**src/sv/lcdfr_pkg.sv**
```systemverilog
`timescale 1ns / 1ps
// ----------------------------------------------------------------------------
// lcdfr_pkg
// Types, constants and power-up tables shared by the LCD frame refresher.
// ----------------------------------------------------------------------------
package lcdfr_pkg;

  localparam int FRAME_CHARS   = 32;
  localparam int ROW_CHARS     = 16;
  localparam int POWERUP_TICKS = 100;
  localparam int INIT_STEPS    = 9;
  localparam int IDX_W         = $clog2(FRAME_CHARS);

  localparam logic [1:0] CMD_TICK       = 2'd0;
  localparam logic [1:0] CMD_SET_POS    = 2'd1;
  localparam logic [1:0] CMD_WRITE_CHAR = 2'd2;

  localparam logic [7:0] LCD_ROW0_ADDR = 8'h80;
  localparam logic [7:0] LCD_ROW1_ADDR = 8'hC0;
  localparam logic [7:0] CHAR_SPACE    = 8'h20;

  typedef struct packed {
    logic [1:0] cmd;
    logic [3:0] column;
    logic       row;
    logic [7:0] char_code;
  } in_item_t;

  typedef struct packed {
    logic       reg_select;
    logic [3:0] nibble;
    logic       last;
  } out_item_t;

  typedef enum logic [1:0] {
    PH_ROW0_ADDR,
    PH_ROW0_CHARS,
    PH_ROW1_ADDR,
    PH_ROW1_CHARS
  } phase_t;

  // Load request from the controller to the nibble serialiser.
  typedef struct packed {
    logic       valid;
    logic       rs;
    logic [7:0] value;
    logic       two;
  } res_load_t;

  function automatic logic [6:0] init_wait(input logic [3:0] step);
    logic [6:0] w;
    unique case (step)
      4'd0:    w = 7'(POWERUP_TICKS);
      4'd1:    w = 7'd15;
      4'd2:    w = 7'd5;
      4'd3:    w = 7'd5;
      4'd4:    w = 7'd1;
      4'd5:    w = 7'd2;
      4'd6:    w = 7'd2;
      4'd7:    w = 7'd3;
      4'd8:    w = 7'd2;
      default: w = 7'd0;
    endcase
    return w;
  endfunction

  // Bit 8 set marks a lone nibble in the low four bits.
  function automatic logic [8:0] init_code(input logic [3:0] step);
    logic [8:0] c;
    unique case (step)
      4'd0:    c = 9'h103;
      4'd1:    c = 9'h103;
      4'd2:    c = 9'h103;
      4'd3:    c = 9'h102;
      4'd4:    c = 9'h028;
      4'd5:    c = 9'h008;
      4'd6:    c = 9'h001;
      4'd7:    c = 9'h006;
      4'd8:    c = 9'h00C;
      default: c = 9'h000;
    endcase
    return c;
  endfunction

endpackage

```
**src/sv/lcdfr_ctrl.sv**
```systemverilog
`timescale 1ns / 1ps
// ----------------------------------------------------------------------------
// lcdfr_ctrl
// Frame store, cursor, power-up sequencer and refresh scan. Works out the
// byte or nibble that one registered command produces.
// ----------------------------------------------------------------------------
module lcdfr_ctrl (
  input  logic                 clk,
  input  logic                 rst_n,
  input  logic                 go,
  input  lcdfr_pkg::in_item_t  item,
  output lcdfr_pkg::res_load_t res_load
);

  logic [7:0]        frame_r [lcdfr_pkg::FRAME_CHARS];
  logic [5:0]        cursor_r;
  logic [5:0]        scan_r, scan_nxt;
  lcdfr_pkg::phase_t phase_r, phase_nxt;
  logic [3:0]        init_step_r, init_step_nxt;
  logic [6:0]        delay_r, delay_nxt;
  logic              init_done_r, init_done_nxt;

  logic       tick_go;
  logic [5:0] scan_inc;
  logic [6:0] delay_inc;
  logic [6:0] wait_now;
  logic [8:0] code_now;
  logic       step_fires;
  logic [7:0] scan_char;

  assign tick_go    = go && (item.cmd == lcdfr_pkg::CMD_TICK);
  assign scan_inc   = scan_r + 6'd1;
  assign delay_inc  = delay_r + 7'd1;
  assign wait_now   = lcdfr_pkg::init_wait(init_step_r);
  assign code_now   = lcdfr_pkg::init_code(init_step_r);
  assign step_fires = (init_step_r < 4'(lcdfr_pkg::INIT_STEPS)) && !(delay_inc < wait_now);
  assign scan_char  = frame_r[scan_r[lcdfr_pkg::IDX_W-1:0]];

  // Refresh scan: next phase and character index.
  always_comb begin
    phase_nxt = phase_r;
    scan_nxt  = scan_r;
    if (tick_go && init_done_r) begin
      unique case (phase_r)
        lcdfr_pkg::PH_ROW0_ADDR: begin
          scan_nxt  = '0;
          phase_nxt = lcdfr_pkg::PH_ROW0_CHARS;
        end
        lcdfr_pkg::PH_ROW0_CHARS: begin
          scan_nxt = scan_inc;
          if (scan_inc == 6'(lcdfr_pkg::ROW_CHARS)) phase_nxt = lcdfr_pkg::PH_ROW1_ADDR;
        end
        lcdfr_pkg::PH_ROW1_ADDR: begin
          phase_nxt = lcdfr_pkg::PH_ROW1_CHARS;
        end
        lcdfr_pkg::PH_ROW1_CHARS: begin
          scan_nxt = scan_inc;
          if (scan_inc == 6'(lcdfr_pkg::FRAME_CHARS)) phase_nxt = lcdfr_pkg::PH_ROW0_ADDR;
        end
        default: phase_nxt = phase_r;
      endcase
    end
  end

  // Power-up sequencer: wait counter and step index.
  always_comb begin
    init_step_nxt = init_step_r;
    delay_nxt     = delay_r;
    init_done_nxt = init_done_r;
    if (tick_go && !init_done_r) begin
      if (init_step_r >= 4'(lcdfr_pkg::INIT_STEPS)) begin
        init_done_nxt = 1'b1;
      end else if (step_fires) begin
        delay_nxt     = '0;
        init_step_nxt = init_step_r + 4'd1;
        if (init_step_nxt >= 4'(lcdfr_pkg::INIT_STEPS)) init_done_nxt = 1'b1;
      end else begin
        delay_nxt = delay_inc;
      end
    end
  end

  // Result of this tick, if any.
  always_comb begin
    res_load = '0;
    if (tick_go) begin
      if (init_done_r) begin
        res_load.valid = 1'b1;
        res_load.two   = 1'b1;
        unique case (phase_r)
          lcdfr_pkg::PH_ROW0_ADDR: begin
            res_load.rs    = 1'b0;
            res_load.value = lcdfr_pkg::LCD_ROW0_ADDR;
          end
          lcdfr_pkg::PH_ROW1_ADDR: begin
            res_load.rs    = 1'b0;
            res_load.value = lcdfr_pkg::LCD_ROW1_ADDR;
          end
          default: begin
            res_load.rs    = 1'b1;
            res_load.value = scan_char;
          end
        endcase
      end else if (step_fires) begin
        res_load.valid = 1'b1;
        res_load.rs    = 1'b0;
        res_load.two   = !code_now[8];
        res_load.value = code_now[8] ? {4'h0, code_now[3:0]} : code_now[7:0];
      end
    end
  end

  always_ff @(posedge clk) begin
    if (!rst_n) begin
      for (int i = 0; i < lcdfr_pkg::FRAME_CHARS; i++) frame_r[i] <= lcdfr_pkg::CHAR_SPACE;
      cursor_r    <= '0;
      scan_r      <= '0;
      phase_r     <= lcdfr_pkg::PH_ROW0_ADDR;
      init_step_r <= '0;
      delay_r     <= '0;
      init_done_r <= 1'b0;
    end else begin
      scan_r      <= scan_nxt;
      phase_r     <= phase_nxt;
      init_step_r <= init_step_nxt;
      delay_r     <= delay_nxt;
      init_done_r <= init_done_nxt;
      if (go && item.cmd == lcdfr_pkg::CMD_SET_POS) begin
        cursor_r <= {1'b0, item.row, item.column};
      end
      // Writes past the end of the frame are dropped and the cursor stays put.
      if (go && item.cmd == lcdfr_pkg::CMD_WRITE_CHAR && !cursor_r[5]) begin
        frame_r[cursor_r[lcdfr_pkg::IDX_W-1:0]] <= item.char_code;
        cursor_r <= cursor_r + 6'd1;
      end
    end
  end

endmodule

```
**src/sv/lcdfr_outbuf.sv**
```systemverilog
`timescale 1ns / 1ps
// ----------------------------------------------------------------------------
// lcdfr_outbuf
// Result register: holds one byte or lone nibble and hands it out as nibble
// transactions, high nibble first.
// ----------------------------------------------------------------------------
module lcdfr_outbuf (
  input  logic                 clk,
  input  logic                 rst_n,
  input  lcdfr_pkg::res_load_t res_load,
  output logic                 buf_free,
  output logic                 out_valid,
  input  logic                 out_ready,
  output lcdfr_pkg::out_item_t out_data
);

  logic [1:0] cnt_r, cnt_nxt;
  logic [7:0] value_r;
  logic       rs_r;
  logic       pop;

  assign out_valid = (cnt_r != 2'd0);
  assign pop       = out_valid && out_ready;
  assign buf_free  = (cnt_r == 2'd0) || (cnt_r == 2'd1 && out_ready);

  assign out_data.reg_select = rs_r;
  assign out_data.nibble     = (cnt_r == 2'd2) ? value_r[7:4] : value_r[3:0];
  assign out_data.last       = (cnt_r != 2'd2);

  always_comb begin
    cnt_nxt = cnt_r;
    if (pop) cnt_nxt = cnt_r - 2'd1;
    if (res_load.valid) cnt_nxt = res_load.two ? 2'd2 : 2'd1;
  end

  always_ff @(posedge clk) begin
    if (!rst_n) begin
      cnt_r <= '0;
    end else begin
      cnt_r <= cnt_nxt;
    end
  end

  always_ff @(posedge clk) begin
    if (res_load.valid) begin
      value_r <= res_load.value;
      rs_r    <= res_load.rs;
    end
  end

endmodule

```
**src/sv/char_lcd_frame_refresher_core.sv**
```systemverilog
`timescale 1ns / 1ps
// ----------------------------------------------------------------------------
// char_lcd_frame_refresher_core
// Character LCD refresher for a 2x16 display on a 4-bit bus, fed by a
// 32-character frame store and a millisecond tick.
// ----------------------------------------------------------------------------
// Path: a command is held in the input register; a tick that yields a result
// loads the result register, which hands out the high nibble, then the low one.
// Throughput: one position or character command per cycle unless a tick
// waits in the input register for the nibble serialiser to become free.
// Reset: synchronous; the frame store fills with spaces in the reset cycle.
module char_lcd_frame_refresher_core (
  input  logic                 clk,
  input  logic                 rst_n,
  input  logic                 in_valid,
  output logic                 in_ready,
  input  lcdfr_pkg::in_item_t  in_data,
  output logic                 out_valid,
  input  logic                 out_ready,
  output lcdfr_pkg::out_item_t out_data
);

  logic                 in_valid_r;
  lcdfr_pkg::in_item_t  in_data_r;
  logic                 advance;
  logic                 buf_free;
  lcdfr_pkg::res_load_t res_load;

  // Only a tick needs room in the result register.
  assign advance  = in_valid_r && ((in_data_r.cmd != lcdfr_pkg::CMD_TICK) || buf_free);
  assign in_ready = !in_valid_r || advance;

  always_ff @(posedge clk) begin
    if (!rst_n) begin
      in_valid_r <= 1'b0;
    end else if (in_ready) begin
      in_valid_r <= in_valid;
    end
  end

  always_ff @(posedge clk) begin
    if (in_ready) begin
      in_data_r <= in_data;
    end
  end

  lcdfr_ctrl u_ctrl (
    .clk      (clk),
    .rst_n    (rst_n),
    .go       (advance),
    .item     (in_data_r),
    .res_load (res_load)
  );

  lcdfr_outbuf u_outbuf (
    .clk       (clk),
    .rst_n     (rst_n),
    .res_load  (res_load),
    .buf_free  (buf_free),
    .out_valid (out_valid),
    .out_ready (out_ready),
    .out_data  (out_data)
  );

  // A new result must never overwrite one still being handed out.
  assert property (@(posedge clk) disable iff (!rst_n) res_load.valid |-> buf_free)
    else $error("result loaded while serialiser busy");

  // The low nibble follows the high nibble, with the same register select.
  assert property (@(posedge clk) disable iff (!rst_n)
    (out_valid && out_ready && !out_data.last) |=>
      (out_valid && out_data.reg_select == $past(out_data.reg_select)))
    else $error("low nibble missing after high nibble");

  // Only a tick can produce a result.
  assert property (@(posedge clk) disable iff (!rst_n)
    res_load.valid |-> (advance && in_data_r.cmd == lcdfr_pkg::CMD_TICK))
    else $error("result produced by a non-tick command");

endmodule

```
**config.mk**
```make
export PLATFORM = sky130hd
export DESIGN_NAME = char_lcd_frame_refresher_core
export DESIGN_NICKNAME = d
export VERILOG_FILES = /design/src/sv/lcdfr_pkg.sv /design/src/sv/lcdfr_ctrl.sv /design/src/sv/lcdfr_outbuf.sv /design/src/sv/char_lcd_frame_refresher_core.sv
export SDC_FILE = /design/constraint.sdc
export NUM_CORES = 1
export LEC_CHECK = 0
export ABC_CLOCK_PERIOD_IN_PS = 6200
export BUFFER_PORTS_ARGS = -buffer_cell sky130_fd_sc_hd__buf_2
export CORE_ASPECT_RATIO = 0.75
export CORE_UTILIZATION = 39
export DETAILED_ROUTE_END_ITERATION = 7
export SETUP_SLACK_MARGIN = 0.5
export SYNTH_ARGS = -nofsm -noshare
export SYNTH_HDL_FRONTEND = slang
export SYNTH_SLANG_ARGS = --single-unit
```
**constraint.sdc**
```tcl
create_clock -name clk -period 6.2 [get_ports clk]
set_input_delay 0 -clock clk [delete_from_list [all_inputs] [get_ports clk]]
set_output_delay 0 -clock clk [all_outputs]
set_load 0.01 [all_outputs]
```
# After elaboration in Yosys (flattened, before gate mapping)
# Memory sizes are Yosys's and may differ from the RTL's. A register that Yosys moved wholly into a read port is not among the register bits.
# Cells that the tools add are included.
# W data, S select, Z words.
[word_totals]
ff_bits = 53
ram_bits = 256
mem_bits_ro = 192
input_bits = 19
mem_count = 3
[op_classes]
n_addsub = 5
order_cmp = 4
n_eq_ne = 12
mux = 32
bitwise = 1
n_reduce_logical = 35
[memory_table]
columns = ["memory", "depth", "width", "read_ports", "rd_ports_with_merged_regs", "write_ports", "line_no", "rtl"]
rows = [
  ["u_ctrl.frame_r", 32, 8, 1, 1, 32, "lcdfr_ctrl.sv:15", "logic [7:0] frame_r [lcdfr_pkg::FRAME_CHARS];"],
  ["(no name shown)", 16, 6, 1, 1, 0, "lcdfr_pkg.sv:70", "unique case (step)"],
  ["(no name shown)", 16, 6, 1, 1, 0, "lcdfr_pkg.sv:52", "unique case (step)"],
]
[ops]
columns = ["cell", "n"]
rows = [
  ["$mux W11", 3],
  ["$mux W4", 5],
  ["$pmux W9 S2", 1],
  ["$mux W8", 2],
  ["$mux W5", 3],
  ["$reduce_bool A2 Y1", 7],
  ["$add A6 B1 Y6 const B", 2],
  ["$mux W6", 2],
  ["$pmux W6 S2", 1],
  ["$logic_and A1 B1 Y1", 10],
  ["$mux W2", 5],
  ["$reduce_and A3 Y1", 3],
  ["$eq A2 B2 Y1 const B", 4],
  ["$ge A4 B4 Y1 const B", 2],
  ["$mux W1", 8],
  ["$pmux W2 S4", 1],
  ["$reduce_or A8 Y1", 1],
  ["$add A7 B1 Y7 const B", 1],
  ["$lt A7 B7 Y1", 1],
  ["$mux W7", 1],
  ["$eq A2 B1 Y1 const B", 3],
  ["$eq A6 B5 Y1 const B", 1],
  ["$eq A6 B6 Y1 const B", 1],
  ["$logic_not A2 Y1", 3],
  ["10 further kinds", 18],
]

# Longest topological paths before layout
# Gate-level depths: netlist of the first run.
[depth]
word_depth = 12
depth_mapped = 16
mapped_depth_nobuf = 16

# Hierarchy
# A second synthesis of the first run with hierarchy kept.
[unflattened]
hier_cells = 1068
hier_area_um2 = 15082.0
[by_module_without_submodules]
columns = ["module", "n_inst", "cells_per_inst", "area_per_inst_um2", "seq_area_each_um2"]
rows = [
  ["lcdfr_ctrl", 1, 1013, 14081.0, 8508.2],
  ["char_lcd_frame_refresher_core", 1, 21, 516.7, 470.5],
  ["lcdfr_outbuf", 1, 34, 484.2, 310.3],
]

# Worst setup path after synthesis of the first run
# OpenSTA, ideal clock, no wires.
[synth_path]
path_type = "register to register"
startpoint = "register u_ctrl.delay_r[0]"
endpoint = "register, netlist name u_ctrl.wait_now[1]"
setup_time_ns = 0.135
arrival_ns = 3.303
t_required_ns = 6.065
path_slack_ns = 2.762
stages_incl_launch_ff = 15
n_path_buf = 0
synth_period_minus_slack_ns = 3.438
cell_sequence = "dfxtp_1 ha_1 and3_1 nand3_1 xnor2_1 ha_1 nand2_1 a21oi_1 o21ai_0 a21boi_2 mux2i_1 inv_1 ha_1 o311ai_0 o21ai_0"
[synth_between]
elab_chain_cells = 7
[synth_lines]
columns = ["element", "line_no", "rtl"]
rows = [
  ["from (decl)", "lcdfr_ctrl.sv:20", "logic [6:0] delay_r, delay_nxt;"],
  ["from (signal assigned)", "lcdfr_ctrl.sv:126", "delay_r <= delay_nxt;"],
  ["$add A7 B1 Y7", "lcdfr_ctrl.sv:33", "assign delay_inc = delay_r + 7'd1;"],
  ["$lt A7 B7 Y1", "lcdfr_ctrl.sv:36", "assign step_fires = (init_step_r < 4'(lcdfr_pkg::INIT_STEPS)) && !(delay_inc < wait_now);"],
  ["$logic_not A1 Y1", "lcdfr_ctrl.sv:36", ""],
  ["$logic_and A1 B1 Y1", "lcdfr_ctrl.sv:36", ""],
  ["$reduce_and A3 Y1 (no line)", "-", ""],
  ["$mux W4 (no line) (2 in a row)", "-", ""],
]
# Every way passes these cells.
# A chain may end at the register's enable or synchronous reset.

# Worst setup path in the final report of the first run
[layout_path]
startpoint = "register u_ctrl.delay_r[0]"
endpoint = "register, netlist name u_ctrl.wait_now[1]"
[layout_between]
elab_chain_cells = 7
[layout_lines]
columns = ["element", "line_no"]
rows = [
  ["$add A7 B1 Y7", "lcdfr_ctrl.sv:33"],
  ["$lt A7 B7 Y1", "lcdfr_ctrl.sv:36"],
  ["$logic_not A1 Y1", "lcdfr_ctrl.sv:36"],
  ["$logic_and A1 B1 Y1", "lcdfr_ctrl.sv:36"],
  ["$reduce_and A3 Y1 (no line)", "-"],
  ["$mux W4 (no line) (2 in a row)", "-"],
]
# Every way passes these cells.

==> impl_metrics.tcl, run 1 <==
set metrics [dict create \
    ant_nets 0 \
    critPathMaxFanout 9 \
    coreArea_mm2 0.0384 \
    hold_viol_final 0 \
    ir_drop_mv 0.201 \
    drive_gt1_frac 0.192 \
    antenna_found_initial 0 \
    clock_sink_count 324 \
    final_common_cell "edfxtp_1" \
    maxSlewHeadroom 0.193 \
    syn_nets 1129 \
    slowest_stage "a21oi_1" \
    synth-seq-area-share 0.609 \
    syn2layout_area_growth_pct 13.3 \
    portBuffers 26 \
    path_common_cell "ha_1" \
    cts-buffers-inserted 35 \
    ys_ff_latch 324 \
    status "complete, no violations" \
    period_share 0.646 \
    synth_edf_count 280 \
    grt_max_degree 65 \
    die_y_um 173 \
    drt_iter0_drc 693 \
    synth_area_leaders "edfxtp_1 55%, mux4_2 12%, and2_1 9.4%, dfxtp_1 5.8%, ha_1 2.1%" \
    finalCriticalPeriod_ns 4.01 \
    syn_inst 1085 \
    maxCapViolCount 0 \
    fmax_mhz 250 \
    gp_congestion 0.818 \
    synthDistinctLibCells 68 \
    avgRoutedWirePerCell_um 21.4 \
    critPathMaxStageDelay_ns 0.63 \
    vias 8884 \
    antenna_cells 0 \
    grt_pass1_vias 8990 \
    worst_slew_pin_slew_ns 1.21 \
    setup_viol 0 \
    cts_tree "yes" \
    synth_top_area_cell "edfxtp_1" \
    p_leak_uw 0.00589 \
    netlist_area_mm2 0.0152 \
    die_w_um 230 \
    path_clk_slew_ns 0.06 \
    avgSynthCellArea_um2 14.1 \
    wirelength_um 35700 \
    rsz0062_at_grt "false" \
    insertion_delay_ns 0.52 \
    worstPathCellList "ha_1, and3_1, nand3_1, xnor2_1, ha_1, a21oi_1, a21oi_1, inv_1, a21boi_2, mux2i_1, inv_1, ha_1, o311ai_0, o21ai_0" \
    layout.nets 1177 \
    synth-async-reset-ratio 0 \
    critPathKind "reg2reg" \
    finalClockSkew_ns 0.0152 \
    row_count 62 \
    cts_buffer_depth 3 \
    placedInstanceArea_mm2 0.0160 \
    drtPass1Iterations 5 \
    endpoint_kind "flop" \
    place_hpwl_um 23200 \
    critPathRequiredTime_ns 6.59 \
    fillers 3459 \
    ioPinCount 27 \
    cts-root-buf "clkbuf_16" \
    powerDensity_mw_per_mm2 277 \
    final.setup.tns_ns 0 \
    netlist.area_leader.share 0.551 \
    drcViolationCount 0 \
    grt_overflow 0 \
    dieArea_mm2 0.0399 \
    arrival_ns 4.39 \
    grt_pass1_wl_um 55100 \
    cp-start-kind "flop" \
    design_area_mm2 0.0173 \
    worstHoldPathType "in2reg" \
    track_usage 0.183 \
    post-route-util 0.450 \
    final_cell_mix "280 x edfxtp_1, 230 x and2_1, 79 x mux4_2" \
    cts_setup_buffers 0 \
    ys_warn_count 0 \
    htree_num_levels 2 \
    slew_violations 0 \
    viasPerCell 5.32 \
    ys.flop_type "edfxtp_1" \
    start_util 0.397 \
]
==> logic make-up (layout without fill, tap and decap cells) <==
logic type               Yosys count  count (layout)  share of synthesized area
multiplexers                      97              97                      0.129
adder cells (fa/ha/maj)           25              25                     0.0205
AND/OR/NAND/NOR                  416             416                      0.155
flip-flops                       324             324                      0.609
XOR/XNOR                          17              17                    0.00977
buffers and inverters             96             168                     0.0254
AO/OA/AOI/OAI                    110             110                     0.0507
==> registers in the layout (all words and copies together) (netlist names), named ones only <==
| register | cells |
|---|---|
| u_ctrl.frame_r | 256 |
| in_data_r | 15 |
| u_outbuf.value_r | 8 |
| u_ctrl.delay_r | 7 |
| u_ctrl.cursor_r | 6 |
| u_ctrl.scan_r | 6 |
| u_ctrl.code_now | 5 |
| u_ctrl.wait_now | 5 |
| u_ctrl.init_step_r | 4 |
| u_ctrl.phase_r | 2 |
| u_outbuf.cnt_r | 2 |
| in_valid_r | 1 |
| u_ctrl.init_done_r | 1 |
| u_outbuf.rs_r | 1 |
==> critical path, delay by kind of cell (launching register included) <==
family | cells | cell delay (ns)
buffers and inverters | 2 | 0.30
AO/OA/AOI/OAI | 5 | 1.50
XOR/XNOR | 1 | 0.16
AND/OR/NAND/NOR | 2 | 0.34
multiplexers | 1 | 0.42
flip-flops | 1 | 0.38
adder cells (fa/ha/maj) | 3 | 0.76
==> routing by layer <==
layer	vias up	track usage	routed length (um)
li1	4107	-	-
met1	4508	0.267	16600
met2	223	0.285	16300
met3	46	0.0359	2210
met4	0	0.0411	587
met5	-	0	0
==> final cells by class <==
cell class,count,area (um2),area share
Sequential cell,324,9290,0.538
Multi-Input combinational cell,665,5580,0.323
Clock buffer,42,945,0.0547
Tap cell,512,641,0.0371
Timing Repair Buffer,84,606,0.0351
Clock inverter,19,121,0.00703
Inverter,23,91.3,0.00529
==> Yosys cell counts (all sizes together), types with 4 or more instances <==
master  number
nor2        65
o31a         4
and3         5
o21ai       45
or2          4
dfxtp       44
mux2         5
buf         13
xnor2        7
mux4        79
nor2b        5
nand2       34
edfxtp     280
o211ai       4
o21a         4
or3         37
and2       230
nand3       16
mux2i       13
xor2        10
a21o         7
clkbuf      60
a21oi       16
inv         22
a22o         5
ha          25
==> where the power goes <==
group          switching (uW)  total, uW  internal, uW
Combinational             187        303           116
Clock                     855       1980          1130
Sequential               54.6       2490          2440
==> path summary, 6_finish.rpt <==
path,startpoint,slack (ns),to,depth (start not counted)
setup reg to reg,u_ctrl.delay_r[0]$_SDFFE_PN0N_,2.19,u_ctrl.wait_now[1]$_DFF_P_,14
setup / recovery,u_ctrl.delay_r[0]$_SDFFE_PN0N_,2.19,u_ctrl.wait_now[1]$_DFF_P_,14
hold reg to reg,u_ctrl.cursor_r[5]$_SDFFE_PN0P_,0.48,u_ctrl.cursor_r[5]$_SDFFE_PN0P_,2
hold / removal,out_ready,0.03,u_outbuf.cnt_r[1]$_SDFFE_PN0P_,4
==> metrics by stage <==
stage                     std cells  total power (uW)  hold WS, ns  worst slack [ns]
final                          1669              4780       0.0332              2.19
after global routing           1669              4940       0.0498              1.91
after CTS                      1669              4830       0.0204              2.25
after detailed placement       1592              2840        0.182              2.26
after global placement         1592              2830        0.179              2.47
after floorplan                1085              2710       0.0989              2.76
==> timing repair <==
| action | CTS | global route |
|---|---|---|
| endpoints found under the hold margin | 16 | 0 |
| resized for setup | 0 | 0 |
| hold buffers | 16 | 0 |
No activity file was read; power rests on OpenSTA's default activity.
==> inputs of run 2 (changes only) <==
- ABC_CLOCK_PERIOD_IN_PS: 6200 -> 3530
- clock period: 6.2 -> 3.53 ns (I/O delays scaled with it)
==> impl_metrics.tcl, run 2 (synthesized netlist as in run 1, its figures left out) <==
set metrics [dict create \
    worstHoldPathType "in2reg" \
    switchingPower_uw 1930 \
    largest-register "u_ctrl.frame_r" \
    final_common_cell "edfxtp_1" \
    maxSlewHeadroom 0.159 \
    coreArea_mm2 0.0384 \
    drt_iter0_drc 896 \
    placedInstanceArea_mm2 0.0162 \
    largest_reg_flops 256 \
    pwr-share-seq 0.518 \
    layout.nets 1199 \
    final_cell_mix "280 x edfxtp_1, 229 x and2_1, 79 x mux4_2" \
    comb_power_share 0.065 \
    gp_congestion 0.827 \
    fmax_mhz 345 \
    setup_viol 0 \
    dieArea_mm2 0.0399 \
    cts-buffers-inserted 34 \
    fillers 3411 \
    critPathMaxFanout 4 \
    portBuffers 26 \
    design_area_mm2 0.0176 \
    ant_nets 0 \
    power_switching_share 0.228 \
    vias 8964 \
    antenna_found_initial 1 \
    start_util 0.397 \
    track_usage 0.185 \
    place_hpwl_um 23800 \
    drcViolationCount 0 \
    wirelength_um 36300 \
    grt_overflow 0 \
    clkPwrFrac 0.417 \
    die_y_um 173 \
    critPathKind "reg2reg" \
    drive_gt1_frac 0.226 \
    slew_violations 0 \
    grt_max_degree 64 \
    powerDensity_mw_per_mm2 482 \
    row_count 62 \
    power.total_uw 8460 \
    worst_slew_pin_slew_ns 1.26 \
    antenna_cells 0 \
    intPower_uw 6540 \
    finalCriticalPeriod_ns 2.90 \
    critPathRequiredTime_ns 3.95 \
    syn2layout_area_growth_pct 15.2 \
    grt_pass1_vias 8762 \
    ioPinCount 27 \
    cts-root-buf "clkbuf_16" \
    path_clk_slew_ns 0.06 \
    cts_tree "yes" \
    drtPass1Iterations 4 \
    maxCapViolCount 0 \
    p_leak_uw 0.00603 \
    reg_top3 "u_ctrl.frame_r (256), in_data_r (15), u_outbuf.value_r (8)" \
    finalClockSkew_ns 0.0246 \
    rsz0062_at_grt "true" \
    whs_ns 0.0433 \
    avgRoutedWirePerCell_um 21.5 \
    viasPerCell 5.30 \
    htree_num_levels 2 \
    clock_sink_count 324 \
    fin_ws_ns 0.629 \
    final.setup.tns_ns 0 \
    period_share 0.822 \
    cts_buffer_depth 3 \
    insertion_delay_ns 0.53 \
    ir_drop_mv 0.261 \
    endpoint_kind "flop" \
    cp-start-kind "flop" \
    arrival_ns 3.32 \
    grt_pass1_wl_um 55400 \
    die_w_um 230 \
    dp_slack_ns 0.260 \
    hold_viol_final 0 \
    status "complete, no violations" \
]
-- run 2: cell types whose count changed in the layout (fill, tap and decap cells not counted), moves of 3 or more --
cell / before / now
ha_1: 25 / 22
clkinv_1: 9 / 5
buf_4: 42 / 63
dfxtp_1: 42 / 38
-- run 2: path summary, 6_finish.rpt --
kind                                     endpoint                       startpoint  slack, ns  cells after the start
setup / recovery    u_ctrl.wait_now[0]$_SDFF_PP0_   u_ctrl.delay_r[0]$_SDFFE_PN0N_       0.63                     14
hold / removal     u_outbuf.cnt_r[1]$_SDFFE_PN0P_                        out_ready       0.04                      4
setup reg to reg    u_ctrl.wait_now[0]$_SDFF_PP0_   u_ctrl.delay_r[0]$_SDFFE_PN0N_       0.63                     14
hold reg to reg   u_ctrl.cursor_r[5]$_SDFFE_PN0P_  u_ctrl.cursor_r[5]$_SDFFE_PN0P_       0.48                      2
-- run 2: critical path, stage by stage (launching register included) --
cell,delay (ns)
dfxtp_4,0.38
ha_4,0.14
and3_4,0.21
nand3_2,0.09
xnor2_1,0.14
ha_1,0.30
nand2_1,0.09
a21oi_4,0.16
o21ai_4,0.09
a21boi_4,0.21
mux2i_2,0.27
inv_1,0.10
ha_2,0.33
nor2_1,0.04
mux2_4,0.24
-- run 2: cell type report --
cell class | count | area (um2) | area share
inverter | 23 | 91.3 | 0.00520
multi-input combinational | 665 | 5650 | 0.322
clock buffer | 40 | 895 | 0.0509
timing repair buffer | 107 | 803 | 0.0457
tap | 512 | 641 | 0.0365
clock inverter | 19 | 181 | 0.0103
sequential | 324 | 9300 | 0.530
-- run 2: power groups by stage --
stage / combinational (uW) / sequential, uW / clock, uW
floorplan: 362 / 4400 / 0
global placement: 523 / 4460 / 0
detailed placement: 527 / 4470 / 0
CTS: 547 / 4390 / 3590
global route: 591 / 4400 / 3760
finish: 550 / 4390 / 3530
-- run 2: routing by layer --
metal,vias to the layer above,wire length (um),track usage
met4,0,580,0.0430
li1,4153,-,-
met3,46,2250,0.0380
met2,240,16000,0.270
met5,-,0,0
met1,4525,17400,0.282
-- run 2: metrics by stage --
stage,std cells,utilization
3_5_place_dp,1609,0.423
2_1_floorplan,1085,-
4_1_cts,1687,0.456
3_3_place_gp,1609,0.423
6_report,1690,0.458
5_1_grt,1690,0.458
-- run 2: what timing repair did --
item	4_1_cts	5_1_grt
buffers inserted	3	3
resized for setup	3	13
endpoints found under the setup margin	6	3
pin swaps	1	4
hold buffers	16	0
hold endpoints to repair	16	0
